### config.mk
export PLATFORM = sky130hd
export DESIGN_NAME = http_body_chunked_decoder_top_flat
export DESIGN_NICKNAME = d
export VERILOG_FILES = /design/src/hcd_pkg.sv /design/src/hcd_in_if.sv /design/src/hcd_out_if.sv /design/src/hcd_core.sv /design/src/hcd_out_buf.sv /design/src/http_body_chunked_decoder_top.sv /design/src/flat_wrapper.sv
export SDC_FILE = /design/constraint.sdc
export NUM_CORES = 1
export LEC_CHECK = 0
export ABC_AREA = 1
export BUFFER_PORTS_ARGS = -buffer_cell sky130_fd_sc_hd__buf_2
export CAP_MARGIN = 20
export CORE_ASPECT_RATIO = 0.8
export CORE_MARGIN = 4
export CORE_UTILIZATION = 45
export CTS_BUF_LIST = sky130_fd_sc_hd__clkbuf_8
export CTS_CLUSTER_SIZE = 8
export DETAILED_ROUTE_END_ITERATION = 8
export SLEW_MARGIN = 20
export SYNTH_ARGS = -nofsm -noshare
export SYNTH_HDL_FRONTEND = slang
export SYNTH_SLANG_ARGS = --single-unit
### constraint.sdc
create_clock -name clk -period 7.95 [get_ports clk]
set_clock_uncertainty 0.05 [all_clocks]
set_input_delay 0 -clock clk [delete_from_list [all_inputs] [get_ports clk]]
set_output_delay 0 -clock clk [all_outputs]
set_load 0.02 [all_outputs]
### src/hcd_pkg.sv
// Package for the chunked body decoder: parse phases, status codes, result type
// and the size-line digit helpers. It has no dependencies.
`default_nettype none

package hcd_pkg;

  // Width of the chunk size accumulator and the chunk byte counter.
  localparam int SIZE_BITS = 32;
  // Width of the length-mode byte counter and of content_length.
  localparam int CNT_BITS  = 32;
  localparam int ADDR_BITS = 3;

  localparam logic [7:0] ASCII_CR     = 8'd13;
  localparam logic [7:0] ASCII_LF     = 8'd10;
  localparam logic [7:0] ASCII_ZERO   = 8'd48;
  localparam logic [7:0] ASCII_NINE   = 8'd57;
  localparam logic [7:0] ASCII_LOW_A  = 8'd97;
  localparam logic [7:0] ASCII_LOW_F  = 8'd102;
  localparam logic [7:0] HEX_LETTER_OFS = 8'd87;

  localparam logic [1:0] ST_PROGRESS = 2'd0;
  localparam logic [1:0] ST_COMPLETE = 2'd1;
  localparam logic [1:0] ST_DROPPED  = 2'd2;

  localparam logic REQ_BEGIN = 1'b0;
  localparam logic REQ_BYTE  = 1'b1;

  // Register indexes on the configuration port (address bit 2).
  localparam logic REG_CHUNKED_MODE   = 1'b0;
  localparam logic REG_CONTENT_LENGTH = 1'b1;

  typedef enum logic [2:0] {
    PH_SIZE,
    PH_DATA,
    PH_SKIP1,
    PH_SKIP2,
    PH_DONE
  } phase_t;

  typedef logic [SIZE_BITS-1:0] size_t;
  typedef logic [CNT_BITS-1:0]  cnt_t;

  typedef struct packed {
    logic       payload_valid;
    logic [7:0] payload_byte;
    logic [1:0] status;
  } result_t;

  // Value of one size-line byte: 0-9 and a-f count, anything else is zero.
  function automatic logic [3:0] hex_digit(input logic [7:0] c);
    logic [7:0] v;
    v = 8'd0;
    if (c >= ASCII_ZERO && c <= ASCII_NINE) begin
      v = c - ASCII_ZERO;
    end else if (c >= ASCII_LOW_A && c <= ASCII_LOW_F) begin
      v = c - HEX_LETTER_OFS;
    end
    return v[3:0];
  endfunction

  // Shift one hex digit into the size; saturate when the top nibble is in use.
  function automatic size_t push_digit(input size_t acc, input logic [3:0] d);
    size_t r;
    if (|acc[SIZE_BITS-1 -: 4]) begin
      r = '1;
    end else begin
      r = {acc[SIZE_BITS-5:0], d};
    end
    return r;
  endfunction

endpackage

`default_nettype wire

### src/hcd_in_if.sv
// Input channel of the chunked body decoder: valid/ready plus one request.
// No dependencies.
`default_nettype none

interface hcd_in_if;
  logic       valid;
  logic       ready;
  logic       req_type;
  logic [7:0] body_byte;

  modport source (output valid, req_type, body_byte, input ready);
  modport sink   (input valid, req_type, body_byte, output ready);
endinterface

`default_nettype wire

### src/hcd_out_if.sv
// Result channel of the chunked body decoder: valid/ready plus one result.
// No dependencies.
`default_nettype none

interface hcd_out_if;
  logic       valid;
  logic       ready;
  logic       payload_valid;
  logic [7:0] payload_byte;
  logic [1:0] status;

  modport source (output valid, payload_valid, payload_byte, status, input ready);
  modport sink   (input valid, payload_valid, payload_byte, status, output ready);
endinterface

`default_nettype wire

### src/hcd_core.sv
// Parse state machine of the chunked body decoder. Updates its state on each
// accepted item and presents that item's result combinationally. Uses hcd_pkg.
`default_nettype none

module hcd_core (
  input  wire logic             clk,
  input  wire logic             rst_n,
  input  wire logic             accept,
  input  wire logic             req_type,
  input  wire logic [7:0]       body_byte,
  input  wire logic             chunked_mode,
  input  wire hcd_pkg::cnt_t    content_length,
  output hcd_pkg::result_t      result
);

  hcd_pkg::phase_t phase_r, phase_nxt;
  logic            cr_pending_r, cr_pending_nxt;
  hcd_pkg::size_t  size_acc_r, size_acc_nxt;
  hcd_pkg::size_t  chunk_rem_r, chunk_rem_nxt;
  hcd_pkg::cnt_t   byte_count_r, byte_count_nxt;

  hcd_pkg::size_t  acc_after_cr;
  hcd_pkg::size_t  rem_dec;
  hcd_pkg::cnt_t   count_inc;

  always_ff @(posedge clk) begin
    if (!rst_n) begin
      phase_r      <= hcd_pkg::PH_SIZE;
      cr_pending_r <= 1'b0;
      size_acc_r   <= '0;
      chunk_rem_r  <= '0;
      byte_count_r <= '0;
    end else begin
      phase_r      <= phase_nxt;
      cr_pending_r <= cr_pending_nxt;
      size_acc_r   <= size_acc_nxt;
      chunk_rem_r  <= chunk_rem_nxt;
      byte_count_r <= byte_count_nxt;
    end
  end

  always_comb begin
    // A CR that is not followed by LF counts as a zero digit.
    acc_after_cr = cr_pending_r ? hcd_pkg::push_digit(size_acc_r, 4'd0) : size_acc_r;
    rem_dec      = (chunk_rem_r != '0) ? chunk_rem_r - 1'b1 : chunk_rem_r;
    count_inc    = (byte_count_r != '1) ? byte_count_r + 1'b1 : byte_count_r;

    phase_nxt      = phase_r;
    cr_pending_nxt = cr_pending_r;
    size_acc_nxt   = size_acc_r;
    chunk_rem_nxt  = chunk_rem_r;
    byte_count_nxt = byte_count_r;
    result         = '0;

    if (accept) begin
      if (req_type == hcd_pkg::REQ_BEGIN) begin
        phase_nxt      = hcd_pkg::PH_SIZE;
        cr_pending_nxt = 1'b0;
        size_acc_nxt   = '0;
        chunk_rem_nxt  = '0;
        byte_count_nxt = '0;
        if (!chunked_mode && content_length == '0) begin
          phase_nxt     = hcd_pkg::PH_DONE;
          result.status = hcd_pkg::ST_COMPLETE;
        end
      end else if (phase_r == hcd_pkg::PH_DONE) begin
        result.status = hcd_pkg::ST_DROPPED;
      end else if (!chunked_mode) begin
        result.payload_valid = 1'b1;
        result.payload_byte  = body_byte;
        byte_count_nxt       = count_inc;
        if (count_inc >= content_length) begin
          phase_nxt     = hcd_pkg::PH_DONE;
          result.status = hcd_pkg::ST_COMPLETE;
        end
      end else begin
        case (phase_r)
          hcd_pkg::PH_DATA: begin
            result.payload_valid = 1'b1;
            result.payload_byte  = body_byte;
            chunk_rem_nxt        = rem_dec;
            if (rem_dec == '0) begin
              phase_nxt = hcd_pkg::PH_SKIP1;
            end
          end
          hcd_pkg::PH_SKIP1: begin
            phase_nxt = hcd_pkg::PH_SKIP2;
          end
          hcd_pkg::PH_SKIP2: begin
            phase_nxt      = hcd_pkg::PH_SIZE;
            cr_pending_nxt = 1'b0;
            size_acc_nxt   = '0;
          end
          hcd_pkg::PH_SIZE: begin
            if (cr_pending_r && body_byte == hcd_pkg::ASCII_LF) begin
              cr_pending_nxt = 1'b0;
              size_acc_nxt   = '0;
              if (size_acc_r == '0) begin
                phase_nxt     = hcd_pkg::PH_DONE;
                result.status = hcd_pkg::ST_COMPLETE;
              end else begin
                chunk_rem_nxt = size_acc_r;
                phase_nxt     = hcd_pkg::PH_DATA;
              end
            end else if (body_byte == hcd_pkg::ASCII_CR) begin
              cr_pending_nxt = 1'b1;
              size_acc_nxt   = acc_after_cr;
            end else begin
              cr_pending_nxt = 1'b0;
              size_acc_nxt   = hcd_pkg::push_digit(acc_after_cr,
                                                   hcd_pkg::hex_digit(body_byte));
            end
          end
          default: begin
            phase_nxt = phase_r;
          end
        endcase
      end
    end
  end

endmodule

`default_nettype wire

### src/hcd_out_buf.sv
// Two-entry result buffer (output register plus skid stage) for the chunked
// body decoder. Uses hcd_pkg and hcd_out_if.
`default_nettype none

module hcd_out_buf (
  input  wire logic              clk,
  input  wire logic              rst_n,
  input  wire logic              push,
  input  wire hcd_pkg::result_t  push_data,
  output logic                   can_push,
  hcd_out_if.source              out_ch
);

  logic             out_v_r, out_v_nxt;
  logic             skid_v_r, skid_v_nxt;
  hcd_pkg::result_t out_r, out_nxt;
  hcd_pkg::result_t skid_r, skid_nxt;
  logic             out_free;

  assign can_push            = !skid_v_r;
  assign out_free            = !out_v_r || out_ch.ready;
  assign out_ch.valid         = out_v_r;
  assign out_ch.payload_valid = out_r.payload_valid;
  assign out_ch.payload_byte  = out_r.payload_byte;
  assign out_ch.status        = out_r.status;

  always_comb begin
    out_v_nxt  = out_v_r;
    out_nxt    = out_r;
    skid_v_nxt = skid_v_r;
    skid_nxt   = skid_r;
    if (out_free) begin
      if (skid_v_r) begin
        out_v_nxt  = 1'b1;
        out_nxt    = skid_r;
        skid_v_nxt = 1'b0;
      end else begin
        out_v_nxt = push;
        out_nxt   = push_data;
      end
    end else if (push) begin
      skid_v_nxt = 1'b1;
      skid_nxt   = push_data;
    end
  end

  always_ff @(posedge clk) begin
    if (!rst_n) begin
      out_v_r  <= 1'b0;
      skid_v_r <= 1'b0;
    end else begin
      out_v_r  <= out_v_nxt;
      skid_v_r <= skid_v_nxt;
    end
  end

  always_ff @(posedge clk) begin
    out_r  <= out_nxt;
    skid_r <= skid_nxt;
  end

endmodule

`default_nettype wire

### src/http_body_chunked_decoder_top.sv
// Top level of the HTTP message body decoder (chunked or content-length).
// Depends on hcd_pkg, hcd_in_if, hcd_out_if, hcd_core and hcd_out_buf.
`default_nettype none

// The block takes HTTP body bytes, one per transfer on in_ch, and returns
// exactly one result per input transfer on out_ch. A begin request (req_type 0)
// restarts parsing. With chunked_mode set, each chunk's hexadecimal size line
// up to CR LF is parsed (0-9 and a-f count, any other byte counts as a zero
// digit, the size saturates at all ones), then that many bytes are passed on
// with payload_valid set, the two bytes after them are skipped, and a size of
// zero completes the body. With chunked_mode clear, bytes are passed on until
// their count reaches content_length. Status reports completion on the item
// that ends the body and marks bytes dropped after it. The decoder accepts one
// item every clock cycle while in_ch.ready is high: all parsing for a byte is a
// single state update; each result is registered in the output or skid stage.
// A skid stage behind the output register keeps the input side accepting while
// one result waits, so in_ch.ready drops only when two results are held.
// Registers are written over the APB-style port: chunked_mode at address 0 and
// content_length at address 4; they should change only while the block is idle.

module http_body_chunked_decoder_top (
  input  wire logic                          clk,
  input  wire logic                          rst_n,
  hcd_in_if.sink                             in_ch,
  hcd_out_if.source                          out_ch,
  input  wire logic                          psel,
  input  wire logic                          penable,
  input  wire logic                          pwrite,
  input  wire logic [hcd_pkg::ADDR_BITS-1:0] paddr,
  input  wire logic [31:0]                   pwdata,
  output logic      [31:0]                   prdata,
  output logic                               pready
);

  logic             chunked_mode_r;
  hcd_pkg::cnt_t    content_length_r;
  logic             cfg_write;
  logic             in_accept;
  logic             buf_can_push;
  hcd_pkg::result_t core_result;

  // Configuration registers. Address bit 2 selects the register.
  assign pready    = 1'b1;
  assign cfg_write = psel && penable && pwrite;

  always_ff @(posedge clk) begin
    if (!rst_n) begin
      chunked_mode_r   <= 1'b0;
      content_length_r <= '0;
    end else if (cfg_write) begin
      case (paddr[2])
        hcd_pkg::REG_CHUNKED_MODE:   chunked_mode_r   <= pwdata[0];
        hcd_pkg::REG_CONTENT_LENGTH: content_length_r <= pwdata[hcd_pkg::CNT_BITS-1:0];
        default:                     chunked_mode_r   <= chunked_mode_r;
      endcase
    end
  end

  always_comb begin
    case (paddr[2])
      hcd_pkg::REG_CHUNKED_MODE:   prdata = {31'd0, chunked_mode_r};
      hcd_pkg::REG_CONTENT_LENGTH: prdata = content_length_r;
      default:                     prdata = '0;
    endcase
  end

  // An item is taken whenever the result buffer has room for its result.
  assign in_ch.ready = buf_can_push;
  assign in_accept   = in_ch.valid && buf_can_push;

  hcd_core u_core (
    .clk            (clk),
    .rst_n          (rst_n),
    .accept         (in_accept),
    .req_type       (in_ch.req_type),
    .body_byte      (in_ch.body_byte),
    .chunked_mode   (chunked_mode_r),
    .content_length (content_length_r),
    .result         (core_result)
  );

  hcd_out_buf u_out_buf (
    .clk       (clk),
    .rst_n     (rst_n),
    .push      (in_accept),
    .push_data (core_result),
    .can_push  (buf_can_push),
    .out_ch    (out_ch)
  );

endmodule

`default_nettype wire
### src/flat_wrapper.sv
// flat-port wrapper written by rule: the top's interface ports become plain ports
module http_body_chunked_decoder_top_flat 
  (clk, rst_n, psel, penable, pwrite, paddr, pwdata, prdata, pready, in_ch_valid, in_ch_req_type, in_ch_body_byte, in_ch_ready, out_ch_valid, out_ch_payload_valid, out_ch_payload_byte, out_ch_status, out_ch_ready);
  hcd_in_if in_ch_i ();
  hcd_out_if out_ch_i ();
  input  wire logic clk;
  input  wire logic rst_n;
  input  wire logic psel;
  input  wire logic penable;
  input  wire logic pwrite;
  input  wire logic [hcd_pkg::ADDR_BITS-1:0] paddr;
  input  wire logic [31:0] pwdata;
  output logic      [31:0] prdata;
  output logic pready;
  input wire logic [$bits(in_ch_i.valid)-1:0] in_ch_valid;
  input wire logic [$bits(in_ch_i.req_type)-1:0] in_ch_req_type;
  input wire logic [$bits(in_ch_i.body_byte)-1:0] in_ch_body_byte;
  output wire logic [$bits(in_ch_i.ready)-1:0] in_ch_ready;
  output wire logic [$bits(out_ch_i.valid)-1:0] out_ch_valid;
  output wire logic [$bits(out_ch_i.payload_valid)-1:0] out_ch_payload_valid;
  output wire logic [$bits(out_ch_i.payload_byte)-1:0] out_ch_payload_byte;
  output wire logic [$bits(out_ch_i.status)-1:0] out_ch_status;
  input wire logic [$bits(out_ch_i.ready)-1:0] out_ch_ready;
  assign in_ch_i.valid = in_ch_valid;
  assign in_ch_i.req_type = in_ch_req_type;
  assign in_ch_i.body_byte = in_ch_body_byte;
  assign in_ch_ready = in_ch_i.ready;
  assign out_ch_valid = out_ch_i.valid;
  assign out_ch_payload_valid = out_ch_i.payload_valid;
  assign out_ch_payload_byte = out_ch_i.payload_byte;
  assign out_ch_status = out_ch_i.status;
  assign out_ch_i.ready = out_ch_ready;
  http_body_chunked_decoder_top u_core (.clk(clk), .rst_n(rst_n), .in_ch(in_ch_i), .out_ch(out_ch_i), .psel(psel), .penable(penable), .pwrite(pwrite), .paddr(paddr), .pwdata(pwdata), .prdata(prdata), .pready(pready));
endmodule
==> impl_results.md <==
- Commonest cells after routing, fill and taps aside: 448 x nand2_1, 160 x a21oi_1, 149 x inv_1
- Synth Register Bits: 157
- Worst hold path type: in -> reg
- Initial antenna violation count: 0
- Setup repair after global routing missed its margin: no
- Via count: 10.4k
- Placed cells: 1868
- Vias in the first global route: 9201
- Die width: 175 µm
- MaxCap Viol Count: 0
- H-tree depth: 4
- Core area: 21700 µm²
- Largest net degree at the start of global routing: 64
- Critical Path End Type: flop
- Final worst slack: 3.72 ns
- Leakage: 5.29 nW
- Slew HR: 0.421
- Row count: 48
- Area fraction of the dominant cell type after synthesis: 0.270
- Critical path cell sequence: ha_1 > nand2_1 > nor2_1 > inv_1 > nor4_1 > nand4_1 > nand2_1 > ha_1 > nand2_1 > inv_1 > nand3_1 > nor4_1 > nand4_1 > nand4_1 > nand2_1 > inv_2 > nand2_2 > o21ai_1
- Fin nets: 1722
- First-pass GRT wire length: 50300 µm
- Post-DRT Antenna Nets: 0
- Final setup viols: 0
- Synth area leader: dfxtp_1
- Hold Crit Start: rst_n
- GR Util All Layers: 0.252
- Clock transition at path regs: 0.09 ns
- Max Clock Freq: 236 MHz
- Worst-Margin Slew: 0.866 ns
- Pre-CTS WS: 3.81 ns
- Largest family of logic cells by synthesized area: simple AND/OR/NAND/NOR gates
- Io pins: 97
- Initial Utilization: 0.461
- Synth Area in Compound Gates: 0.165
- Most used cell, CP: nand2_1
- PortBufs: 93
- Iter 0 DRT Violations: 1129
- Clock Path Buffers: 2
- Worst Path Arrival: 4.49 ns
- Ant diodes: 0
- RePlAce Congestion: 0.959
- Number of synthesized flops with an enable pin: 22
- Netlist cell types: 45
- PD cells: 146 nW/µm²
- Kind of critical path: reg -> reg
- Die area: 24700 µm²
- CTS sink cnt: 157
- DP HPWL: 22600 µm
- Min Clock Period, post-route: 4.23 ns
- Mapped Cells: 1531
- Cts bufs inserted: 17
- DRT Pass-1 Iters: 5
- Area Growth Syn to Fin: 14.6%
- Syn_nets: 1621
- Skew-Pair Late Insertion Delay: 0.47 ns
- Sequential share of the synthesized area: 0.336
- Final hold vios: 0
- Slowest-stage cell, CP: nand4_1
- Resized Gates After CTS: 0
- Fin crit share: 0.532
- Worst vdd ir: 108 µV
- CTS tree: done
- XOR/XNOR Fraction of Synth Area: 0.0307
- Syn avg cell area: 6.53 µm²
- # DRC: 0
- Commonest non-fill, non-tap cell in the layout: nand2_1
- Mux share of post-synthesis cell area: 0.00100
- Reg2reg start: u_core.u_core.byte_count_r[0]
- Clock Tree Root: clkbuf_8
- Final cell count without fillers: 1945
- Status: complete, no violations
- Startpoint class of the critical path: flop
- Area share of fa/ha/maj cells after synthesis: 0.0488
- Power Total: 0.00168 W
- Max incr delay on CP: 0.75 ns
- Synth Cell Area: 10000 µm²
- Required @ worst endpoint: 8.21 ns
- Post-Route Setup TNS: 0 ns
- Worst-path maximum fanout: 16
- Layout cells sized above 1: 0.111
- Drt wl/cell: 16.0 µm
- Async set-reset flop share out of synthesis: 0
- Final Slew Violations: 0
- Final Util: 0.528
- Synth warn: 0
- Most used DFF post-synth: dfxtp_1
- Vias per cell: 5.34
- Die height: 141 µm
- CP startpoint: u_core.u_core.byte_count_r[0]
- Post-synthesis simple-gate area fraction: 0.330
- Grt ovf: 0
- Final wirelength: 31200 µm
- Synth area leaders: dfxtp_1 27%, nand2_1 17%, a21oi_1 8.0%
-- worst max-delay path: cells and delay by family (launching register included) --
family / cells / cell delay (ns)
simple gates: 12 / 2.81
flops: 1 / 0.42
buf+inv: 3 / 0.26
compound gates: 1 / 0.12
fa+ha+maj: 2 / 0.40
-- cell families (layout without fill, tap and decap cells) --
family,Yosys count,in the layout
AND/OR/NAND/NOR,770,770
multiplexers,1,1
XOR/XNOR,35,35
adder cells (fa/ha/maj),39,39
other,1,1
AO/OA/AOI/OAI,304,304
buffers and inverters,224,338
flip-flops,157,157
-- state kept, by name, summed over array words and instances, names as in the netlist --
register,cells
u_core.content_length_r,32
u_core.u_out_buf.out_ch.payload_valid,1
u_core.u_core.phase_r,3
u_core.u_out_buf.skid_v_r,1
u_core.u_core.byte_count_r,32
u_core.u_core.size_acc_r,32
u_core.u_core.cr_pending_r,1
u_core.u_out_buf.out_ch.payload_byte,8
u_core.u_out_buf.out_ch.status,2
u_core.u_out_buf.skid_r,11
u_core.u_core.chunk_rem_r,32
u_core.chunked_mode_r,1
u_core.u_out_buf.out_ch.valid,1
-- cell type report --
class | instances | area (µm²)
fill | 2180 | 10200
multi-input combinational | 1150 | 5780
sequential | 157 | 3360
timing repair buffer | 149 | 998
inverter | 157 | 592
tap | 300 | 375
clock buffer | 17 | 234
clock inverter | 15 | 118
-- cell usage after synthesis (3+ instances only) --
cell	count
edfxtp_1	22
nor2_1	130
xnor2_1	18
xor2_1	17
nor2_2	13
nand4_1	31
nand2_1	450
nand3_1	83
o211ai_1	24
or2_2	5
inv_2	7
o21ai_0	77
inv_1	148
a21oi_1	160
nand2_2	5
o21ai_1	3
o22ai_1	28
ha_1	39
nand2_4	3
nor4_1	15
nor2_4	3
clkbuf_1	52
dfxtp_1	135
buf_1	4
buf_2	8
nor3_1	25
-- power by group --
group          switching, W  internal, W  total, W
logic              0.000193    0.0000904  0.000283
clock network      0.000342     0.000222  0.000564
registers        0.00000949     0.000820  0.000830
-- repair_timing --
action | CTS | global route
endpoints found under the hold margin | 54 | 0
endpoints found under the setup margin | 0 | 0
hold buffers | 45 | 0
setup buffers | 0 | 0
-- per-stage QoR --
stage               hold slack, ns  cell area [µm²]
CTS                        0.00978            11500
global route                0.0471            11500
detailed placement           0.235            10700
floorplan                   0.0849            10000
finish                      0.0575            11500
global placement             0.221            10700
-- metal layers --
layer / up-vias / share of wire / track usage
li1: 5263 / - / -
met1: 4697 / 0.53 / 0.411
met2: 405 / 0.38 / 0.340
met3: 17 / 0.083 / 0.0506
met4: 0 / 0.0084 / 0.0459
met5: - / 0 / 0
-- worst paths after layout --
check	to	cells after the start	slack (ns)
worst max-delay path	u_core.u_out_buf.out_ch.status[0]	18	3.72
worst min-delay path	u_core.u_core.phase_r[1]	3	0.06
worst max register to register	u_core.u_out_buf.out_ch.status[0]	18	3.72
worst min register to register	u_core.u_core.byte_count_r[5]	2	0.45
No activity file was read; power rests on OpenSTA's default activity.
